## src/hw/rtl/multi_led_blink_pattern_controller_top_assert.svh

```systemverilog
// assertion macros shared by the blink controller modules
`ifndef MULTI_LED_BLINK_PATTERN_CONTROLLER_TOP_ASSERT_SVH
`define MULTI_LED_BLINK_PATTERN_CONTROLLER_TOP_ASSERT_SVH

// same-cycle implication, checked out of reset
`define MLED_ASSERT_NOW(lbl, ante, cons, msg) \
  lbl: assert property (@(posedge clk) disable iff (!rst_n) (ante) |-> (cons)) \
    else $error(msg);

// next-cycle implication, checked out of reset
`define MLED_ASSERT_NEXT(lbl, ante, cons, msg) \
  lbl: assert property (@(posedge clk) disable iff (!rst_n) (ante) |=> (cons)) \
    else $error(msg);

`endif

```

## src/hw/rtl/mled_pkg.sv

```systemverilog
// types and constants of the multi-led blink pattern controller
package mled_pkg;

  // command codes
  localparam logic CMD_TICK = 1'b0;
  localparam logic CMD_SET  = 1'b1;

  // pattern mode codes (six and seven behave as steady off)
  localparam logic [2:0] MODE_OFF       = 3'd0;
  localparam logic [2:0] MODE_ON        = 3'd1;
  localparam logic [2:0] MODE_SLOW_NUM  = 3'd2;
  localparam logic [2:0] MODE_FAST_NUM  = 3'd3;
  localparam logic [2:0] MODE_SLOW_CONT = 3'd4;
  localparam logic [2:0] MODE_FAST_CONT = 3'd5;

  // configuration register indexes
  localparam logic [1:0] REG_SLOW_ON  = 2'd0;
  localparam logic [1:0] REG_SLOW_OFF = 2'd1;
  localparam logic [1:0] REG_FAST_ON  = 2'd2;
  localparam logic [1:0] REG_FAST_OFF = 2'd3;

  // register reset values
  localparam logic [7:0] SLOW_ON_RST  = 8'd50;
  localparam logic [7:0] SLOW_OFF_RST = 8'd50;
  localparam logic [7:0] FAST_ON_RST  = 8'd10;
  localparam logic [7:0] FAST_OFF_RST = 8'd10;

  // phase lengths
  typedef struct packed {
    logic [7:0] slow_on;
    logic [7:0] slow_off;
    logic [7:0] fast_on;
    logic [7:0] fast_off;
  } blink_cfg_t;

  // one led's pattern state
  typedef struct packed {
    logic [2:0] mode;
    logic       lit;
    logic       chg;
    logic [7:0] timer;
    logic [7:0] done;
    logic [7:0] wanted;
  } led_state_t;

  // one input word
  typedef struct packed {
    logic       cmd;
    logic [2:0] led_index;
    logic [2:0] pattern_mode;
    logic [7:0] blink_target;
  } item_t;

endpackage

```

## src/hw/rtl/mled_led_unit.sv

```systemverilog
// shared per-led pattern updater: next state of one led for one tick
module mled_led_unit (
  input  mled_pkg::led_state_t cur_st,
  input  mled_pkg::blink_cfg_t cfg,
  output mled_pkg::led_state_t nxt_st
);

  logic numbered;
  logic slow;
  logic blinking;

  // mode decode
  assign numbered = (cur_st.mode == mled_pkg::MODE_SLOW_NUM) ||
                    (cur_st.mode == mled_pkg::MODE_FAST_NUM);
  assign slow     = (cur_st.mode == mled_pkg::MODE_SLOW_NUM) ||
                    (cur_st.mode == mled_pkg::MODE_SLOW_CONT);
  assign blinking = (cur_st.mode == mled_pkg::MODE_SLOW_NUM)  ||
                    (cur_st.mode == mled_pkg::MODE_FAST_NUM)  ||
                    (cur_st.mode == mled_pkg::MODE_SLOW_CONT) ||
                    (cur_st.mode == mled_pkg::MODE_FAST_CONT);

  // phase machine of one led
  always_comb begin
    nxt_st = cur_st;
    if (blinking) begin
      if (!cur_st.lit) begin
        if (cur_st.chg) begin
          nxt_st.chg = 1'b0;
          if (numbered) begin
            nxt_st.done = cur_st.done + 8'd1;
          end
          nxt_st.timer = slow ? cfg.slow_off : cfg.fast_off;
        end else if (cur_st.timer != 8'd0) begin
          nxt_st.timer = cur_st.timer - 8'd1;
        end else begin
          if (numbered && (cur_st.done >= cur_st.wanted)) begin
            nxt_st.mode = mled_pkg::MODE_OFF;
          end else begin
            nxt_st.lit = 1'b1;
          end
          nxt_st.chg = 1'b1;
        end
      end else begin
        if (cur_st.chg) begin
          nxt_st.chg = 1'b0;
          if (numbered && (cur_st.done > cur_st.wanted)) begin
            nxt_st.mode = mled_pkg::MODE_OFF;
          end else begin
            nxt_st.timer = slow ? cfg.slow_on : cfg.fast_on;
          end
        end else if (cur_st.timer != 8'd0) begin
          nxt_st.timer = cur_st.timer - 8'd1;
        end else begin
          nxt_st.lit = 1'b0;
          nxt_st.chg = 1'b1;
        end
      end
    end else begin
      // steady modes clear the counts; unknown codes keep their stored mode
      nxt_st.done   = 8'd0;
      nxt_st.wanted = 8'd0;
      nxt_st.lit    = (cur_st.mode == mled_pkg::MODE_ON);
      nxt_st.chg    = 1'b0;
    end
  end

endmodule

```

## src/hw/rtl/mled_core.sv

```systemverilog
// led state store and sequencer that walks the shared updater over every led
module mled_core #(
  parameter int LED_COUNT = 8
) (
  input  logic                 clk,
  input  logic                 rst_n,
  input  mled_pkg::blink_cfg_t cfg,
  input  logic                 start_valid,
  output logic                 start_ready,
  input  mled_pkg::item_t      item,
  output logic                 res_valid,
  input  logic                 res_ready,
  output logic [7:0]           res_pins
);

  localparam int IW = (LED_COUNT > 1) ? $clog2(LED_COUNT) : 1;

  typedef enum logic [1:0] {S_IDLE, S_RUN, S_DONE} state_t;

  state_t               state_r, state_nxt;
  logic [IW-1:0]        cnt_r, cnt_nxt;
  mled_pkg::led_state_t st_r [LED_COUNT];
  mled_pkg::led_state_t cur_st;
  mled_pkg::led_state_t upd_st;
  logic                 accept;
  logic                 set_we;
  logic                 run_we;
  logic                 last_led;

  assign start_ready = (state_r == S_IDLE);
  assign res_valid   = (state_r == S_DONE);
  assign accept      = start_valid && start_ready;
  assign set_we      = accept && (item.cmd == mled_pkg::CMD_SET) &&
                       (32'(item.led_index) < LED_COUNT);
  assign run_we      = (state_r == S_RUN);
  assign last_led    = (32'(cnt_r) == 32'(LED_COUNT - 1));

  // shared updater on the led picked by the sequencer
  assign cur_st = st_r[cnt_r];

  mled_led_unit u_unit (
    .cur_st (cur_st),
    .cfg    (cfg),
    .nxt_st (upd_st)
  );

  // pin vector from the first eight leds
  for (genvar b = 0; b < 8; b++) begin : g_pins
    if (b < LED_COUNT) begin : g_led
      assign res_pins[b] = st_r[b].lit;
    end else begin : g_none
      assign res_pins[b] = 1'b0;
    end
  end

  // sequencer next state
  always_comb begin
    state_nxt = state_r;
    cnt_nxt   = cnt_r;
    case (state_r)
      S_IDLE: begin
        if (accept) begin
          cnt_nxt   = '0;
          state_nxt = (item.cmd == mled_pkg::CMD_SET) ? S_DONE : S_RUN;
        end
      end
      S_RUN: begin
        if (last_led) begin
          state_nxt = S_DONE;
        end else begin
          cnt_nxt = cnt_r + IW'(1);
        end
      end
      S_DONE: begin
        if (res_ready) begin
          state_nxt = S_IDLE;
        end
      end
      default: begin
        state_nxt = S_IDLE;
      end
    endcase
  end

  // sequencer registers
  always_ff @(posedge clk) begin
    if (!rst_n) begin
      state_r <= S_IDLE;
      cnt_r   <= '0;
    end else begin
      state_r <= state_nxt;
      cnt_r   <= cnt_nxt;
    end
  end

  // per-led state: write-back from the updater or a set command
  always_ff @(posedge clk) begin
    if (!rst_n) begin
      for (int n = 0; n < LED_COUNT; n++) begin
        st_r[n] <= '0;
      end
    end else begin
      for (int n = 0; n < LED_COUNT; n++) begin
        if (run_we && (32'(cnt_r) == 32'(n))) begin
          st_r[n] <= upd_st;
        end else if (set_we && (32'(item.led_index) == 32'(n))) begin
          st_r[n].mode   <= item.pattern_mode;
          st_r[n].wanted <= item.blink_target;
        end
      end
    end
  end

  `include "multi_led_blink_pattern_controller_top_assert.svh"

  `MLED_ASSERT_NOW(a_cnt_range, state_r == S_RUN, 32'(cnt_r) < LED_COUNT, "led index out of range")
  `MLED_ASSERT_NEXT(a_tick_start, accept && (item.cmd == mled_pkg::CMD_TICK), (state_r == S_RUN) && (cnt_r == '0), "tick did not start at first led")
  `MLED_ASSERT_NEXT(a_set_pins, accept && (item.cmd == mled_pkg::CMD_SET), $stable(res_pins), "set command changed the pins")

endmodule

```

## src/hw/rtl/multi_led_blink_pattern_controller_top.sv

```systemverilog
// top level of the multi-led blink pattern controller
//
//  port group | dir | contents
//  in_*       | in  | command words: tuser = cmd, tdata = index, mode, target
//  out_*      | out | pin vector word after each command
//  cfg_*      | in  | phase length registers, write only
//
// a tick word walks one updater over the leds, visiting one led per cycle,
// then the pins move to the output register. a set word writes its led, then moves the pins there.
// the output register lets the next word in while the last pins wait.
// reset is synchronous: leds and output clear, phase lengths take reset values.
module multi_led_blink_pattern_controller_top #(
  parameter int LED_COUNT = 8
) (
  input  logic        clk,
  input  logic        rst_n,
  input  logic        in_tvalid,
  output logic        in_tready,
  input  logic [15:0] in_tdata,   // led_index[2:0], pattern_mode[5:3], blink_target[13:6]
  input  logic        in_tuser,   // cmd[0]
  output logic        out_tvalid,
  input  logic        out_tready,
  output logic [7:0]  out_tdata,  // led_pins[7:0]
  input  logic        cfg_we,
  input  logic [1:0]  cfg_index,
  input  logic [7:0]  cfg_wdata
);

  mled_pkg::blink_cfg_t cfg_r;
  mled_pkg::item_t      item;
  logic                 res_valid;
  logic                 res_ready;
  logic [7:0]           res_pins;
  logic                 out_valid_r;
  logic [7:0]           out_data_r;

  // unpack the input word
  assign item.cmd          = in_tuser;
  assign item.led_index    = in_tdata[2:0];
  assign item.pattern_mode = in_tdata[5:3];
  assign item.blink_target = in_tdata[13:6];

  // configuration registers
  always_ff @(posedge clk) begin
    if (!rst_n) begin
      cfg_r.slow_on  <= mled_pkg::SLOW_ON_RST;
      cfg_r.slow_off <= mled_pkg::SLOW_OFF_RST;
      cfg_r.fast_on  <= mled_pkg::FAST_ON_RST;
      cfg_r.fast_off <= mled_pkg::FAST_OFF_RST;
    end else if (cfg_we) begin
      case (cfg_index)
        mled_pkg::REG_SLOW_ON:  cfg_r.slow_on  <= cfg_wdata;
        mled_pkg::REG_SLOW_OFF: cfg_r.slow_off <= cfg_wdata;
        mled_pkg::REG_FAST_ON:  cfg_r.fast_on  <= cfg_wdata;
        mled_pkg::REG_FAST_OFF: cfg_r.fast_off <= cfg_wdata;
        default: begin
        end
      endcase
    end
  end

  mled_core #(
    .LED_COUNT (LED_COUNT)
  ) u_core (
    .clk         (clk),
    .rst_n       (rst_n),
    .cfg         (cfg_r),
    .start_valid (in_tvalid),
    .start_ready (in_tready),
    .item        (item),
    .res_valid   (res_valid),
    .res_ready   (res_ready),
    .res_pins    (res_pins)
  );

  // output register
  assign res_ready = !out_valid_r || out_tready;

  always_ff @(posedge clk) begin
    if (!rst_n) begin
      out_valid_r <= 1'b0;
    end else if (res_valid && res_ready) begin
      out_valid_r <= 1'b1;
    end else if (out_tready) begin
      out_valid_r <= 1'b0;
    end
  end

  always_ff @(posedge clk) begin
    if (!rst_n) begin
      out_data_r <= '0;
    end else if (res_valid && res_ready) begin
      out_data_r <= res_pins;
    end
  end

  assign out_tvalid = out_valid_r;
  assign out_tdata  = out_data_r;

  `include "multi_led_blink_pattern_controller_top_assert.svh"

  `MLED_ASSERT_NEXT(a_out_load, res_valid && res_ready, out_valid_r && (out_data_r == $past(res_pins)), "pins not loaded into output register")

endmodule
```

## config.mk

```make
export PLATFORM = sky130hd
export DESIGN_NAME = multi_led_blink_pattern_controller_top
export DESIGN_NICKNAME = d
export VERILOG_FILES = /design/src/hw/rtl/mled_pkg.sv /design/src/hw/rtl/mled_led_unit.sv /design/src/hw/rtl/mled_core.sv /design/src/hw/rtl/multi_led_blink_pattern_controller_top.sv
export VERILOG_INCLUDE_DIRS = /design/src /design/src/hw/rtl
export SDC_FILE = /design/constraint.sdc
export NUM_CORES = 1
export LEC_CHECK = 0
export BUFFER_PORTS_ARGS = -buffer_cell sky130_fd_sc_hd__buf_2
export CAP_MARGIN = 20
export CORE_MARGIN = 3
export CORE_UTILIZATION = 45
export DETAILED_ROUTE_END_ITERATION = 10
export HOLD_SLACK_MARGIN = 0.05
export PLACE_DENSITY = 0.61
export SLEW_MARGIN = 5
export SYNTH_ARGS = -nofsm -noshare
export SYNTH_HDL_FRONTEND = slang
export SYNTH_SLANG_ARGS = --single-unit
```

## constraint.sdc

```tcl
create_clock -name clk -period 4.88 [get_ports clk]
set_input_delay 1.22 -clock clk [delete_from_list [all_inputs] [get_ports clk]]
set_output_delay 1.22 -clock clk [all_outputs]
set_load 0.03 [all_outputs]
```

==> flow_metrics.tcl <==
set metrics [dict create \
    synth.net_count 1180 \
    nets 1210 \
    post-cts-setup-buffers 0 \
    instances_no_fill 1581 \
    num_vias 9725 \
    cts_buffers 30 \
    hold_buffers 0 \
    synth.distinct_cells 75 \
    status "finished clean" \
    syn_area_um2 14200 \
    crit_required_ns 5.14 \
    tightest_slew_ns 1.08 \
    dp.cells 1524 \
    clockBufferDepth 3 \
    m1WireLength_um 16700 \
    place_congestion 0.843 \
    core_area_um2 30800 \
    antenna_found_initial 0 \
    drc 0 \
    nFillCells 2651 \
    async_reset_ff_share_pct 0 \
    syn_inst 1131 \
    hpwlAfterDp_um 23900 \
    synth_top_area_share_pct 49.2 \
    final_antenna_net_count 0 \
    relSlewSlack_pct 27.7 \
    die_w_um 183 \
    layout-drive-gt1-share_pct 20.6 \
    avgSynthCellArea_um2 12.5 \
    design.portCount 42 \
    firstDrtPassIters 5 \
    diodes 0 \
    finalHoldViolCount 0 \
    dieArea_um2 33700 \
    port_buffers 39 \
    peakVddDrop_mv 0.284 \
    yosys_warnings 0 \
    drv_slew 0 \
    num_rows 64 \
    p_per_area_nw_per_um2 364 \
    clock_sinks 281 \
    cp_max_fo 29 \
    max_cap_violations 0 \
    track_usage_pct 22.8 \
    highest_layer "met4" \
    area_growth_pct 12.0 \
    cts_max_level 1 \
    rsz0062_at_grt "false" \
    synth_seq_cells 281 \
    grt_pass1_vias 9475 \
    post-synth-top-area-cell "edfxtp_1" \
    yosysSeqAreaShare_pct 56.1 \
    grt_max_degree 56 \
    final_common_cell "edfxtp_1" \
    grt_pass1_wl_um 58300 \
    drt_iter0_markers 1020 \
    wl_met2_um 17900 \
    final_cell_mix "edfxtp_1 (232), nand2_1 (132), nor2_1 (127)" \
    dieHeight_um 183 \
    period_share_pct 87.4 \
    routed-wl-met3_um 2550 \
    setup_viol_count_final 0 \
    setup_tns_ns 0 \
    clk_pin_slew_ns 0.06 \
    arrival_ns 4.53 \
    wl_per_cell_um 24.2 \
    r2r_setup_slack_ns 0.61 \
    hold_path_class "reg2reg" \
    timing.rr.end "u_core.st_r[6][18]$_DFFE_PP_" \
    end_kind "flop" \
    yosys-top-cells-area "edfxtp_1 (49%), mux4_2 (9.5%), dfxtp_1 (6.9%), a22o_1 (4.1%), nand2_1 (3.5%)" \
    drt-vias-per-instance 6.15 \
    overflow 0 \
    start_util_pct 46.0 \
    drt-total-wl_um 38200 \
    clockRootBuffer "clkbuf_16" \
    cts_resized 0 \
    max_freq_ghz 0.234 \
    cts_tree "done" \
    crit_path_start_kind "flop" \
    reg2regPathDepth 10 \
    period_needed_ns 4.27 \
    synth-main-ff-cell "edfxtp_1" \
    crit_type "reg2reg" \
    p_leak_uw 0.00551 \
    worstSkewPairLatency_ns 0.57 \
    synth_edf_count 232 \
    finClkSkew_ns 0.0347 \
    endpoint "u_core.st_r[6][18]$_DFFE_PP_" \
    utilization_pct 51.5 \
]
==> report_power, final <==
part	total [µW]	internal (µW)	switching (µW)
clock network	2330	1390	940
logic	691	226	465
registers	2750	2710	38.2
==> critical path: stages, from the launching register on <==
cell,delay (ns)
dfxtp_2,0.96
mux2i_1,0.55
inv_1,0.19
ha_1,0.33
nor2b_1,0.13
o211ai_1,0.12
a21o_1,0.24
a211oi_4,0.47
a211oi_1,0.16
a2111oi_4,0.69
nor3_1,0.13
==> state kept, by name, summed over array words and instances, names as in the netlist, named ones only <==
| name | flops |
|---|---|
| cfg_r | 32 |
| out_tdata | 8 |
| out_tvalid | 1 |
| u_core.cnt_r | 3 |
| u_core.st_r | 232 |
| u_core.state_r | 2 |
==> cell type report <==
cell class              count  area (µm²)  share of cell area [%]
clock inverters            22         241                    1.52
inverters                  23        86.3                   0.544
flip-flops and latches    281        7950                    50.1
well taps                 396         495                    3.12
repair buffers             84         566                    3.56
multi-input cells         741        5760                    36.3
clock buffers              34         766                    4.83
==> worst min path at each step <==
stage	start	to	slack (ns)	cells after the start
after floorplan	cfg_r[10]$_SDFFE_PN0P_	cfg_r[10]$_SDFFE_PN0P_	0.43	2
after CTS	cfg_r[4]$_SDFFE_PN0P_	cfg_r[4]$_SDFFE_PN0P_	0.45	2
after global placement	cfg_r[15]$_SDFFE_PN0P_	cfg_r[15]$_SDFFE_PN0P_	0.44	2
final	cfg_r[10]$_SDFFE_PN0P_	cfg_r[10]$_SDFFE_PN0P_	0.45	2
after global routing	cfg_r[10]$_SDFFE_PN0P_	cfg_r[10]$_SDFFE_PN0P_	0.47	2
after detailed placement	cfg_r[4]$_SDFFE_PN0P_	cfg_r[4]$_SDFFE_PN0P_	0.44	2
==> kinds of logic (layout without fill, tap and decap cells) <==
| kind of cell | count (synthesis) | in the layout | synth area share [%] |
|---|---|---|---|
| multiplexers | 122 | 122 | 14.4 |
| AND/OR/NAND/NOR | 377 | 377 | 11.8 |
| buffers and inverters | 109 | 163 | 3.53 |
| flip-flops | 281 | 281 | 56.1 |
| AO/OA/AOI/OAI | 216 | 216 | 12.0 |
| XOR/XNOR | 9 | 9 | 0.689 |
| adder cells (fa/ha/maj) | 17 | 17 | 1.50 |
==> synth_stat cells, drive strengths merged, types with 2 or more instances <==
cell / number
or3: 2
nor2b: 6
nand4: 8
o21a: 2
nand3b: 3
a2111oi: 5
a21o: 2
o311ai: 3
a21oi: 62
inv: 23
ha: 17
nand2: 133
a211oi: 17
clkbuf: 43
mux4: 60
a31o: 3
o211ai: 9
o221ai: 4
o31ai: 7
nor2: 129
a22oi: 2
nand2b: 7
buf: 43
xnor2: 9
and2: 8
o21bai: 3
mux2i: 47
nor4: 2
o21ai: 15
or2: 2
o32ai: 8
mux2: 15
nor3: 27
edfxtp: 232
nor3b: 4
nand3: 41
a22o: 66
and3: 3
dfxtp: 49
==> per-layer routing <==
| layer | vias to the layer above | track usage [%] |
|---|---|---|
| li1 | 4363 | - |
| met1 | 4916 | 32.9 |
| met2 | 371 | 37.4 |
| met3 | 75 | 2.43 |
| met4 | 0 | 5.51 |
| met5 | - | 0 |
==> through the flow <==
| stage | cell area [µm²] | setup slack (ns) | total power, µW | hold slack (ns) |
|---|---|---|---|---|
| 2_1_floorplan | 14200 | 0.603 | 3270 | 0.433 |
| 3_3_place_gp | 14800 | 0.672 | 3480 | 0.440 |
| 3_5_place_dp | 14800 | 0.643 | 3490 | 0.443 |
| 4_1_cts | 15900 | 0.643 | 5800 | 0.452 |
| 5_1_grt | 15900 | 0.335 | 5970 | 0.470 |
| 6_report | 15900 | 0.614 | 5770 | 0.454 |
No activity file was read; power rests on OpenSTA's default activity.
